## config.mk

```make
export PLATFORM = sky130hd
export DESIGN_NAME = gf256_mul_square_inverse_flat
export DESIGN_NICKNAME = d
export VERILOG_FILES = /design/src/rtl/core/gfmsi_pkg.sv /design/src/rtl/core/gfmsi_op_if.sv /design/src/rtl/core/gfmsi_res_if.sv /design/src/rtl/core/gfmsi_cfg_if.sv /design/src/rtl/core/gfmsi_mul.sv /design/src/rtl/core/gf256_mul_square_inverse.sv /design/src/flat_wrapper.sv
export SDC_FILE = /design/constraint.sdc
export NUM_CORES = 1
export LEC_CHECK = 0
export BUFFER_PORTS_ARGS = -buffer_cell sky130_fd_sc_hd__buf_2
export CORE_MARGIN = 2
export CORE_UTILIZATION = 40
export CTS_BUF_LIST = sky130_fd_sc_hd__clkbuf_2 sky130_fd_sc_hd__clkbuf_4 sky130_fd_sc_hd__clkbuf_8
export CTS_CLUSTER_SIZE = 14
export DETAILED_ROUTE_END_ITERATION = 10
export GPL_ROUTABILITY_DRIVEN = 0
export SETUP_SLACK_MARGIN = 0.2
export SYNTH_ARGS = -nofsm -noshare
export SYNTH_HDL_FRONTEND = slang
export SYNTH_HIERARCHICAL = 1
export SYNTH_SLANG_ARGS = --single-unit
export TNS_END_PERCENT = 20
```

## constraint.sdc

```tcl
create_clock -name clk_i -period 5.1 [get_ports clk_i]
set_input_delay 0.765 -clock clk_i [delete_from_list [all_inputs] [get_ports clk_i]]
set_output_delay 0.765 -clock clk_i [all_outputs]
set_load 0.005 [all_outputs]
```

## src/rtl/core/gfmsi_pkg.sv

```systemverilog
`default_nettype none

package gfmsi_pkg;

  // field and register widths
  localparam int unsigned FieldW = 8;
  localparam int unsigned PolyW  = 9;
  localparam int unsigned FuncW  = 2;

  // low byte of x^8+x^4+x^3+x^2+1, the x^8 term is implied
  localparam logic [FieldW-1:0] PolyLowReset = 8'h1D;

  // one stage per field multiply of the inversion chain
  localparam int unsigned NumStages = 11;

  typedef enum logic [FuncW-1:0] {
    FUNC_MUL  = 2'd0,
    FUNC_SQR  = 2'd1,
    FUNC_INV  = 2'd2,
    FUNC_RSVD = 2'd3
  } func_e;

  // data carried down the pipeline with each word
  typedef struct packed {
    func_e             func;
    logic [FieldW-1:0] acc;  // running result
    logic [FieldW-1:0] opa;  // original operand
    logic [FieldW-1:0] tk;   // a^3, later a^7
    logic [FieldW-1:0] t4;   // a^4
  } stage_t;

endpackage

`default_nettype wire

```

## src/rtl/core/gfmsi_op_if.sv

```systemverilog
`default_nettype none

interface gfmsi_op_if;
  logic                          valid;
  logic                          ready;
  logic [gfmsi_pkg::FuncW-1:0]   func;
  logic [gfmsi_pkg::FieldW-1:0]  operand_a;
  logic [gfmsi_pkg::FieldW-1:0]  operand_b;

  modport source (output valid, func, operand_a, operand_b, input ready);
  modport sink (input valid, func, operand_a, operand_b, output ready);
endinterface

`default_nettype wire

```

## src/rtl/core/gfmsi_res_if.sv

```systemverilog
`default_nettype none

interface gfmsi_res_if;
  logic                          valid;
  logic                          ready;
  logic [gfmsi_pkg::FieldW-1:0]  product;

  modport source (output valid, product, input ready);
  modport sink (input valid, product, output ready);
endinterface

`default_nettype wire

```

## src/rtl/core/gfmsi_cfg_if.sv

```systemverilog
`default_nettype none

interface gfmsi_cfg_if;
  logic                         valid;
  logic                         ready;
  logic [gfmsi_pkg::PolyW-1:0]  data;

  modport source (output valid, data, input ready);
  modport sink (input valid, data, output ready);
endinterface

`default_nettype wire

```

## src/rtl/core/gfmsi_mul.sv

```systemverilog
`default_nettype none

module gfmsi_mul (
  input  wire logic [gfmsi_pkg::FieldW-1:0] a_i,
  input  wire logic [gfmsi_pkg::FieldW-1:0] b_i,
  input  wire logic [gfmsi_pkg::FieldW-1:0] poly_low_i,
  output logic      [gfmsi_pkg::FieldW-1:0] p_o
);

  localparam int unsigned ProdW = 2 * gfmsi_pkg::FieldW - 1;

  logic [ProdW-1:0] clm;
  logic [ProdW-1:0] red;

  // carry-less product
  always_comb begin
    clm = '0;
    for (int j = 0; j < gfmsi_pkg::FieldW; j++) begin
      if (b_i[j]) begin
        clm = clm ^ ({{(ProdW - gfmsi_pkg::FieldW){1'b0}}, a_i} << j);
      end
    end
  end

  // fold the high bits back, top bit first
  always_comb begin
    red = clm;
    for (int i = ProdW - 1; i >= gfmsi_pkg::FieldW; i--) begin
      if (red[i]) begin
        red[i -: (gfmsi_pkg::FieldW + 1)] = red[i -: (gfmsi_pkg::FieldW + 1)] ^
                                            {1'b1, poly_low_i};
      end
    end
  end

  assign p_o = red[gfmsi_pkg::FieldW-1:0];

endmodule

`default_nettype wire

```

## src/rtl/core/gf256_mul_square_inverse.sv

```systemverilog
// GF(2^8) multiply, square and inverse unit. Each word on the op channel carries
// func (0 multiply, 1 square, 2 inverse, 3 gives zero) and one or two bytes;
// each gives exactly one byte on the result channel, in order. The unit is an
// 11-stage pipeline, one field multiplier per stage, sized by the eleven
// multiplies of the inversion chain a^254; every operation takes the same path.
// The first stage register loads at the accepting edge and the word then passes
// through the later stage registers; a new word can be taken every cycle unless
// a result-side stall has filled the pipeline. Stalls on the result side back up
// only as far as the pipeline is full. The reduction polynomial low byte comes
// from the config channel (bit 8 is ignored, x^8 is always implied) and resets to
// 0x1D; write it only while the pipeline is empty. Inverse of zero is zero.
`default_nettype none

module gf256_mul_square_inverse (
  input  wire logic        clk_i,
  input  wire logic        rst_ni,
  gfmsi_op_if.sink         in_i,
  gfmsi_res_if.source      out_o,
  gfmsi_cfg_if.sink        cfg_i
);

  localparam int unsigned NS = gfmsi_pkg::NumStages;

  logic [gfmsi_pkg::FieldW-1:0] poly_q;

  gfmsi_pkg::stage_t st_q [NS];
  gfmsi_pkg::stage_t st_d [NS];
  logic [NS-1:0]     vld_q;
  logic [NS-1:0]     adv;

  logic [gfmsi_pkg::FieldW-1:0] mx [NS];
  logic [gfmsi_pkg::FieldW-1:0] my [NS];
  logic [gfmsi_pkg::FieldW-1:0] mp [NS];

  gfmsi_pkg::func_e in_func;

  assign in_func = gfmsi_pkg::func_e'(in_i.func);

  // config register, always ready
  assign cfg_i.ready = 1'b1;

  always_ff @(posedge clk_i or negedge rst_ni) begin
    if (!rst_ni) begin
      poly_q <= gfmsi_pkg::PolyLowReset;
    end else if (cfg_i.valid) begin
      poly_q <= cfg_i.data[gfmsi_pkg::FieldW-1:0];
    end
  end

  // a stage moves when it is empty or the next one moves
  always_comb begin
    adv[NS-1] = !vld_q[NS-1] || out_o.ready;
    for (int i = NS - 2; i >= 0; i--) begin
      adv[i] = !vld_q[i] || adv[i+1];
    end
  end

  assign in_i.ready = adv[0];

  // one multiplier per stage
  for (genvar g = 0; g < NS; g++) begin : g_mul
    gfmsi_mul u_mul (
      .a_i        (mx[g]),
      .b_i        (my[g]),
      .poly_low_i (poly_q),
      .p_o        (mp[g])
    );
  end

  // first stage: product or square, also a^2 for the inverse
  always_comb begin
    mx[0]         = in_i.operand_a;
    my[0]         = (in_func == gfmsi_pkg::FUNC_MUL) ? in_i.operand_b : in_i.operand_a;
    st_d[0].func  = in_func;
    st_d[0].acc   = (in_func == gfmsi_pkg::FUNC_RSVD) ? '0 : mp[0];
    st_d[0].opa   = in_i.operand_a;
    st_d[0].tk    = in_i.operand_a;
    st_d[0].t4    = in_i.operand_a;
  end

  // later stages: inversion chain 3 4 7 11 15 30 60 120 127 254
  for (genvar g = 1; g < NS; g++) begin : g_chain
    logic inv;
    assign inv = (st_q[g-1].func == gfmsi_pkg::FUNC_INV);

    always_comb begin
      st_d[g] = st_q[g-1];
      mx[g]   = st_q[g-1].acc;
      my[g]   = st_q[g-1].acc;
      unique case (g)
        1: begin
          // a^3 = a^2 * a
          my[g] = st_q[g-1].opa;
          if (inv) st_d[g].tk = mp[g];
        end
        2: begin
          // a^4 = (a^2)^2
          if (inv) begin
            st_d[g].acc = mp[g];
            st_d[g].t4  = mp[g];
          end
        end
        3: begin
          // a^7 = a^4 * a^3
          my[g] = st_q[g-1].tk;
          if (inv) begin
            st_d[g].acc = mp[g];
            st_d[g].tk  = mp[g];
          end
        end
        4, 5: begin
          // a^11 = a^4 * a^7, a^15 = a^11 * a^4
          my[g] = st_q[g-1].t4;
          if (inv) st_d[g].acc = mp[g];
        end
        9: begin
          // a^127 = a^120 * a^7
          my[g] = st_q[g-1].tk;
          if (inv) st_d[g].acc = mp[g];
        end
        default: begin
          // plain squaring steps
          if (inv) st_d[g].acc = mp[g];
        end
      endcase
    end
  end

  // valid bits
  always_ff @(posedge clk_i or negedge rst_ni) begin
    if (!rst_ni) begin
      vld_q <= '0;
    end else begin
      if (adv[0]) vld_q[0] <= in_i.valid;
      for (int i = 1; i < NS; i++) begin
        if (adv[i]) vld_q[i] <= vld_q[i-1];
      end
    end
  end

  // stage payload
  always_ff @(posedge clk_i) begin
    if (adv[0] && in_i.valid) st_q[0] <= st_d[0];
    for (int i = 1; i < NS; i++) begin
      if (adv[i] && vld_q[i-1]) st_q[i] <= st_d[i];
    end
  end

  assign out_o.valid   = vld_q[NS-1];
  assign out_o.product = st_q[NS-1].acc;

  // a stalled input means every stage holds a word
  a_full_when_stalled : assert property (@(posedge clk_i) disable iff (!rst_ni)
    !in_i.ready |-> (&vld_q))
    else $error("input stalled with a bubble in the pipeline");

  // an accepted word lands in the first stage
  a_enter : assert property (@(posedge clk_i) disable iff (!rst_ni)
    (in_i.valid && in_i.ready) |=> (vld_q[0] && (st_q[0].func == $past(in_func))))
    else $error("accepted word missing from first stage");

  // unused function code yields zero
  a_rsvd_zero : assert property (@(posedge clk_i) disable iff (!rst_ni)
    (vld_q[NS-1] && (st_q[NS-1].func == gfmsi_pkg::FUNC_RSVD)) |-> (out_o.product == '0))
    else $error("unused function code gave a non-zero result");

  // a held result keeps its value
  a_hold : assert property (@(posedge clk_i) disable iff (!rst_ni)
    (vld_q[NS-1] && !out_o.ready) |=> (vld_q[NS-1] && $stable(st_q[NS-1].acc)))
    else $error("stalled result changed");

endmodule

`default_nettype wire

```

## src/flat_wrapper.sv

```systemverilog
// flat-port wrapper written by rule: the top's interface ports become plain ports
module gf256_mul_square_inverse_flat 
  (clk_i, rst_ni, in_i_valid, in_i_func, in_i_operand_a, in_i_operand_b, in_i_ready, out_o_valid, out_o_product, out_o_ready, cfg_i_valid, cfg_i_data, cfg_i_ready);
  gfmsi_op_if in_i_i ();
  gfmsi_res_if out_o_i ();
  gfmsi_cfg_if cfg_i_i ();
  input  wire logic clk_i;
  input  wire logic rst_ni;
  input wire logic [$bits(in_i_i.valid)-1:0] in_i_valid;
  input wire logic [$bits(in_i_i.func)-1:0] in_i_func;
  input wire logic [$bits(in_i_i.operand_a)-1:0] in_i_operand_a;
  input wire logic [$bits(in_i_i.operand_b)-1:0] in_i_operand_b;
  output wire logic [$bits(in_i_i.ready)-1:0] in_i_ready;
  output wire logic [$bits(out_o_i.valid)-1:0] out_o_valid;
  output wire logic [$bits(out_o_i.product)-1:0] out_o_product;
  input wire logic [$bits(out_o_i.ready)-1:0] out_o_ready;
  input wire logic [$bits(cfg_i_i.valid)-1:0] cfg_i_valid;
  input wire logic [$bits(cfg_i_i.data)-1:0] cfg_i_data;
  output wire logic [$bits(cfg_i_i.ready)-1:0] cfg_i_ready;
  assign in_i_i.valid = in_i_valid;
  assign in_i_i.func = in_i_func;
  assign in_i_i.operand_a = in_i_operand_a;
  assign in_i_i.operand_b = in_i_operand_b;
  assign in_i_ready = in_i_i.ready;
  assign out_o_valid = out_o_i.valid;
  assign out_o_product = out_o_i.product;
  assign out_o_i.ready = out_o_ready;
  assign cfg_i_i.valid = cfg_i_valid;
  assign cfg_i_i.data = cfg_i_data;
  assign cfg_i_ready = cfg_i_i.ready;
  gf256_mul_square_inverse u_core (.clk_i(clk_i), .rst_ni(rst_ni), .in_i(in_i_i), .out_o(out_o_i), .cfg_i(cfg_i_i));
endmodule
```

==> results of run 1 <==
## sequential cells by signal, indices dropped and copies added (netlist names)
| signal | count |
|---|---|
| u_core/vld_q | 11 |
| u_core/poly_q | 8 |
| u_core/st_q | 212 |
## path summary, 6_finish.rpt
path	slack, ns	end	start
min in group clk_i	0.37	u_core/vld_q[0]	in_i_valid
max in group asynchronous	4.65	u_core/poly_q[6]	rst_ni
min	0.09	u_core/vld_q[4]	rst_ni
max	0.53	u_core/st_q[5][27]	u_core/poly_q[3]
min reg2reg	0.41	u_core/st_q[6][15]	u_core/st_q[5][15]
max reg2reg	0.53	u_core/st_q[5][27]	u_core/poly_q[3]
## timing repair
action / 4_1_cts / 5_1_grt
endpoints found under the setup margin: 0 / 15
setup buffers: 0 / 2
resized for setup: 0 / 1
## through the flow
step	hold slack [ns]	cell area [um2]
2_1_floorplan	0.400	33200
3_3_place_gp	0.402	34100
3_5_place_dp	0.405	34100
4_1_cts	0.0514	35000
5_1_grt	0.0966	35000
6_report	0.0945	35000
## cell families after synthesis
logic type | synth area share
simple gates | 0.223
xor+xnor | 0.285
compound gates | 0.170
buf+inv | 0.0596
flops | 0.206
mux | 0.0554
other cells | 0.000113
## cell usage after synthesis, types with 44 or more instances
cell | n | area, um2
xor2_1 | 187 | 1640
nor2_1 | 154 | 578
mux2_2 | 102 | 1150
edfxtp_1 | 212 | 6370
nand4_1 | 56 | 350
o21ai_0 | 99 | 495
nand2_1 | 981 | 3680
and2_1 | 54 | 338
xnor3_1 | 88 | 1980
buf_2 | 148 | 741
xnor2_1 | 638 | 5590
inv_1 | 82 | 308
o211ai_1 | 66 | 495
nand3_1 | 57 | 285
o21ai_1 | 44 | 220
clkbuf_1 | 143 | 537
a21oi_1 | 110 | 551
## per-layer routing
metal	up-vias	wire, um	GRT usage
met4	0	1820	0.0522
met3	107	3270	0.0198
li1	13799	-	-
met5	-	0	0
met1	13034	40400	0.268
met2	456	39500	0.324
## layout make-up
| type | instances | area share |
|---|---|---|
| clock buffers | 52 | 0.0187 |
| diodes | 1 | 0.0000715 |
| clock inverters | 26 | 0.00693 |
| flip-flops and latches | 231 | 0.196 |
| inverters | 82 | 0.00879 |
| well taps | 1070 | 0.0382 |
| multi-input cells | 3402 | 0.697 |
| repair buffers | 157 | 0.0339 |
==> flow_metrics.tcl, run 1 <==
set metrics [dict create \
    syn2layout_area_growth_pct 5.53 \
    period_minus_slack_ns 4.57 \
    required_ns 5.46 \
    skew_ns 0.0255 \
    hpwlAfterDp_um 60500 \
    remaining_drc_errors 0 \
    fmax_mhz 219 \
    reg2regPathDepth 12 \
    wl_um 85100 \
    grtUsageTotal 0.195 \
    cpMostUsedCell "xnor3_1" \
    end_kind "flip-flop" \
    synthCells 4052 \
    cts.path.max_buffers 3 \
    viasPerCell 5.46 \
    critPathBufInv 1 \
    worst_slew_pin_slew_ns 1.15 \
    cts-htree-levels 2 \
    hold_viol 0 \
    cts_tree "built" \
    hp-class "in2async" \
    startpoint_type "flip-flop" \
    clockRootBuffer "clkbuf_8" \
    yosysUniqueCellTypes 75 \
    core_um2 82100 \
    synth_nets 4084 \
    grt_overflow 0 \
    fin_util 0.426 \
    rsz0062_at_grt "yes" \
    placementRows 105 \
    io_pins 43 \
    nFillCells 8144 \
    initial_core_util 0.404 \
    worstPathArrival_ns 4.93 \
    crit_chain "buf_12 -> a21boi_0 -> o21ai_0 -> xnor2_1 -> xnor3_1 -> a31oi_1 -> nor4_4 -> nor2_1 -> mux2i_1 -> o311ai_2 -> xnor3_1 -> mux2_2" \
    ys.flop_type "edfxtp_1" \
    path_class "reg2reg" \
    fp.dieH_um 292 \
    crit_family "compound AO/OA/AOI/OAI gates" \
    firstDrtPassIters 5 \
    grt_max_degree 54 \
    synth_edf_count 212 \
    grt_pass1_vias 25415 \
    postRouteAntennaNets 0 \
    finalSetupViolCount 0 \
    antenna_found_initial 2 \
    grt_pass1_wl_um 138000 \
    drt_iter0_drc 1672 \
    dp_slack_ns 0.147 \
    max_cap_violations 0 \
    postSynth.asyncResetShare 0.0823 \
    seqCellArea_um2 6880 \
    critPathMaxStageDelay_ns 0.86 \
    io_buffers 40 \
    final_cells 5021 \
    worstSetupPathDepth 12 \
    finalCritPeriodShare 0.896 \
    setup_ws_ns 0.528 \
    vias 27396 \
    layout_commonest_cell "nand2_1" \
    synth.avg_cell_area_um2 8.19 \
    ctsHoldBuffers 0 \
    multi_input_area_um2 24400 \
    final_cell_mix "981 x nand2_1, 638 x xnor2_1, 212 x edfxtp_1" \
    synth-seq-cells 231 \
    drive_gt1_frac 0.133 \
    wire_per_inst_um 16.9 \
    slew_violations 0 \
    ys_seq_area_frac 0.206 \
    cp_max_fo 27 \
    clock_sinks 231 \
    cts_made_buffers 42 \
    dp_cells 4940 \
    clk_pin_slew_ns 0.06 \
    netlist_area_um2 33200 \
    clock_latency_ns 0.62 \
    ys_warn_count 6 \
    die_area_um2 85200 \
    cpMaxStageDelayCell "dfstp_4" \
    die_w_um 292 \
    final.setup.tns_ns 0 \
    nNetsFinal 3948 \
    outcome "finished, final reports clean" \
    maxSlewHeadroom 0.231 \
]
Power of run 1 is not shown: default switching activity piles up to over one toggle a cycle in this logic, so the estimate is an artifact.
==> run 2, diff against run 1 <==
SKIP_LAST_GASP = 1   (was not set)
clock period = 4.4 ns   (was 5.1 ns; I/O delays follow)
==> run 2 against run 1 <==
Cell area rose by 6.5%. Die area did not move. Clock-buffer cell count rose by 2. Clock skew rose by 0.013 ns. Utilization rose by 2.8 points. First-iteration DRC count rose by 9.8%. Worst hold slack improved by 0.19 ns. Sequential share of layout area fell by 1.2 points.
==> flow_metrics.tcl, run 2 (same netlist as run 1, synthesis figures left out) <==
set metrics [dict create \
    worstPathArrival_ns 4.55 \
    grt_pass1_wl_um 142000 \
    die_area_um2 85200 \
    wl_um 88800 \
    rsz0062_at_grt "yes" \
    nFillCells 7967 \
    layout_commonest_cell "nand2_1" \
    antenna_found_initial 2 \
    cpMaxStageDelayCell "dfrtp_4" \
    grt-busiest-layer "met2" \
    startpoint_type "flip-flop" \
    nNetsFinal 4168 \
    syn2layout_area_growth_pct 12.4 \
    cp_max_fo 44 \
    drive_gt1_frac 0.197 \
    grt_use_met3 0.0162 \
    grt_util_met2 0.341 \
    hpwlAfterDp_um 63600 \
    multi_input_area_um2 24800 \
    top_regs "u_core/st_q (212), u_core/vld_q (11), u_core/poly_q (8)" \
    skew_ns 0.0384 \
    firstDrtPassIters 5 \
    remaining_drc_errors 0 \
    grt_overflow 0 \
    regMostFlops "u_core/st_q" \
    finalSetupViolCount 0 \
    worst_slew_pin_slew_ns 1.22 \
    fmax_mhz 237 \
    max_cap_violations 0 \
    final_cell_mix "981 x nand2_1, 637 x xnor2_1, 317 x buf_4" \
    cts.path.max_buffers 3 \
    cts_tree "built" \
    required_ns 4.73 \
    crit_chain "buf_12 -> a21bo_1 -> a221oi_2 -> o21ai_1 -> xnor3_1 -> a31o_2 -> a22oi_1 -> nor2_1 -> buf_4 -> mux2_2 -> a211oi_2 -> xnor2_1 -> xnor2_1 -> mux2_2" \
    initial_core_util 0.404 \
    outcome "finished, final reports clean" \
    vias 28400 \
    viasPerCell 5.42 \
    end_kind "flip-flop" \
    maxSlewHeadroom 0.186 \
    finalCritPeriodShare 0.958 \
    core_um2 82100 \
    placementRows 105 \
    hold_viol 0 \
    postRouteAntennaNets 0 \
    grt_pass1_vias 26062 \
    clock_sinks 231 \
    hold_slack_ns 0.282 \
    die_w_um 292 \
    slew_violations 0 \
    fp.dieH_um 292 \
    io_buffers 40 \
    clockRootBuffer "clkbuf_8" \
    io_pins 43 \
    grtUsageTotal 0.201 \
    critPathMaxStageDelay_ns 0.53 \
    path_class "reg2reg" \
    cts-htree-levels 2 \
    grt_max_degree 51 \
    period_minus_slack_ns 4.22 \
    drt_iter0_drc 1836 \
    clock_latency_ns 0.59 \
    largest_reg_flops 212 \
    grtUsageMet1 0.277 \
    hp-class "in2reg" \
    clk_pin_slew_ns 0.06 \
    cts_made_buffers 42 \
    seqCellArea_um2 6880 \
    wire_per_inst_um 16.9 \
]
## run 2: critical path: cells and delay by family (launching register included)
kind,cells,cell delay (ns)
AO/OA/AOI/OAI,6,1.55
XOR/XNOR,3,0.75
multiplexers,2,0.54
flip-flops,1,0.53
buffers and inverters,2,0.39
AND/OR/NAND/NOR,1,0.18
## run 2: path summary, 6_finish.rpt
kind,depth (start not counted),endpoint,slack (ns),startpoint
worst max-delay path,14,u_core/st_q[1][13],0.18,u_core/poly_q[7]
worst min-delay path,2,u_core/vld_q[0],0.28,in_i_valid
worst max register to register,14,u_core/st_q[1][13],0.18,u_core/poly_q[7]
worst min register to register,0,u_core/st_q[8][8],0.41,u_core/st_q[7][8]
max in group asynchronous,2,u_core/poly_q[4],3.50,rst_ni
min in group asynchronous,2,u_core/poly_q[6],0.56,rst_ni
## run 2: stage by stage
| step | TNS [ns] | std cells | util | cell area [um2] | worst slack [ns] |
|---|---|---|---|---|---|
| 2_1_floorplan | 0 | 4052 | - | 33200 | 0.215 |
| 3_3_place_gp | -0.954 | 5080 | 0.429 | 35200 | -0.157 |
| 3_5_place_dp | -1.00 | 5080 | 0.429 | 35200 | -0.166 |
| 4_1_cts | 0 | 5169 | 0.442 | 36300 | 0.146 |
| 5_1_grt | -0.0150 | 5239 | 0.454 | 37300 | -0.0150 |
| 6_report | 0 | 5239 | 0.454 | 37300 | 0.185 |
## run 2: layout make-up
| cell class | instances | share of cell area |
|---|---|---|
| well taps | 1070 | 0.0359 |
| repair buffers | 377 | 0.0789 |
| multi-input cells | 3402 | 0.666 |
| diodes | 1 | 0.0000671 |
| inverters | 82 | 0.00825 |
| flip-flops and latches | 231 | 0.184 |
| clock inverters | 22 | 0.00768 |
| clock buffers | 54 | 0.0184 |
## run 2: what timing repair did
action,CTS,global route
buffers inserted,12,69
hold buffers,1,0
resized for setup,6,108
pin swaps,1,40
endpoints found under the setup margin,22,103
hold endpoints to repair,15,0
## run 2: routing by layer
layer  routed length (um)  share of wire  vias up
met2                42900           0.48      477
met5                   13        0.00015        -
li1                     -              -    14210
met3                 2690          0.030       81
met4                 1340          0.015        2
met1                41800           0.47    13630
Power of run 2 is left out for the same reason.
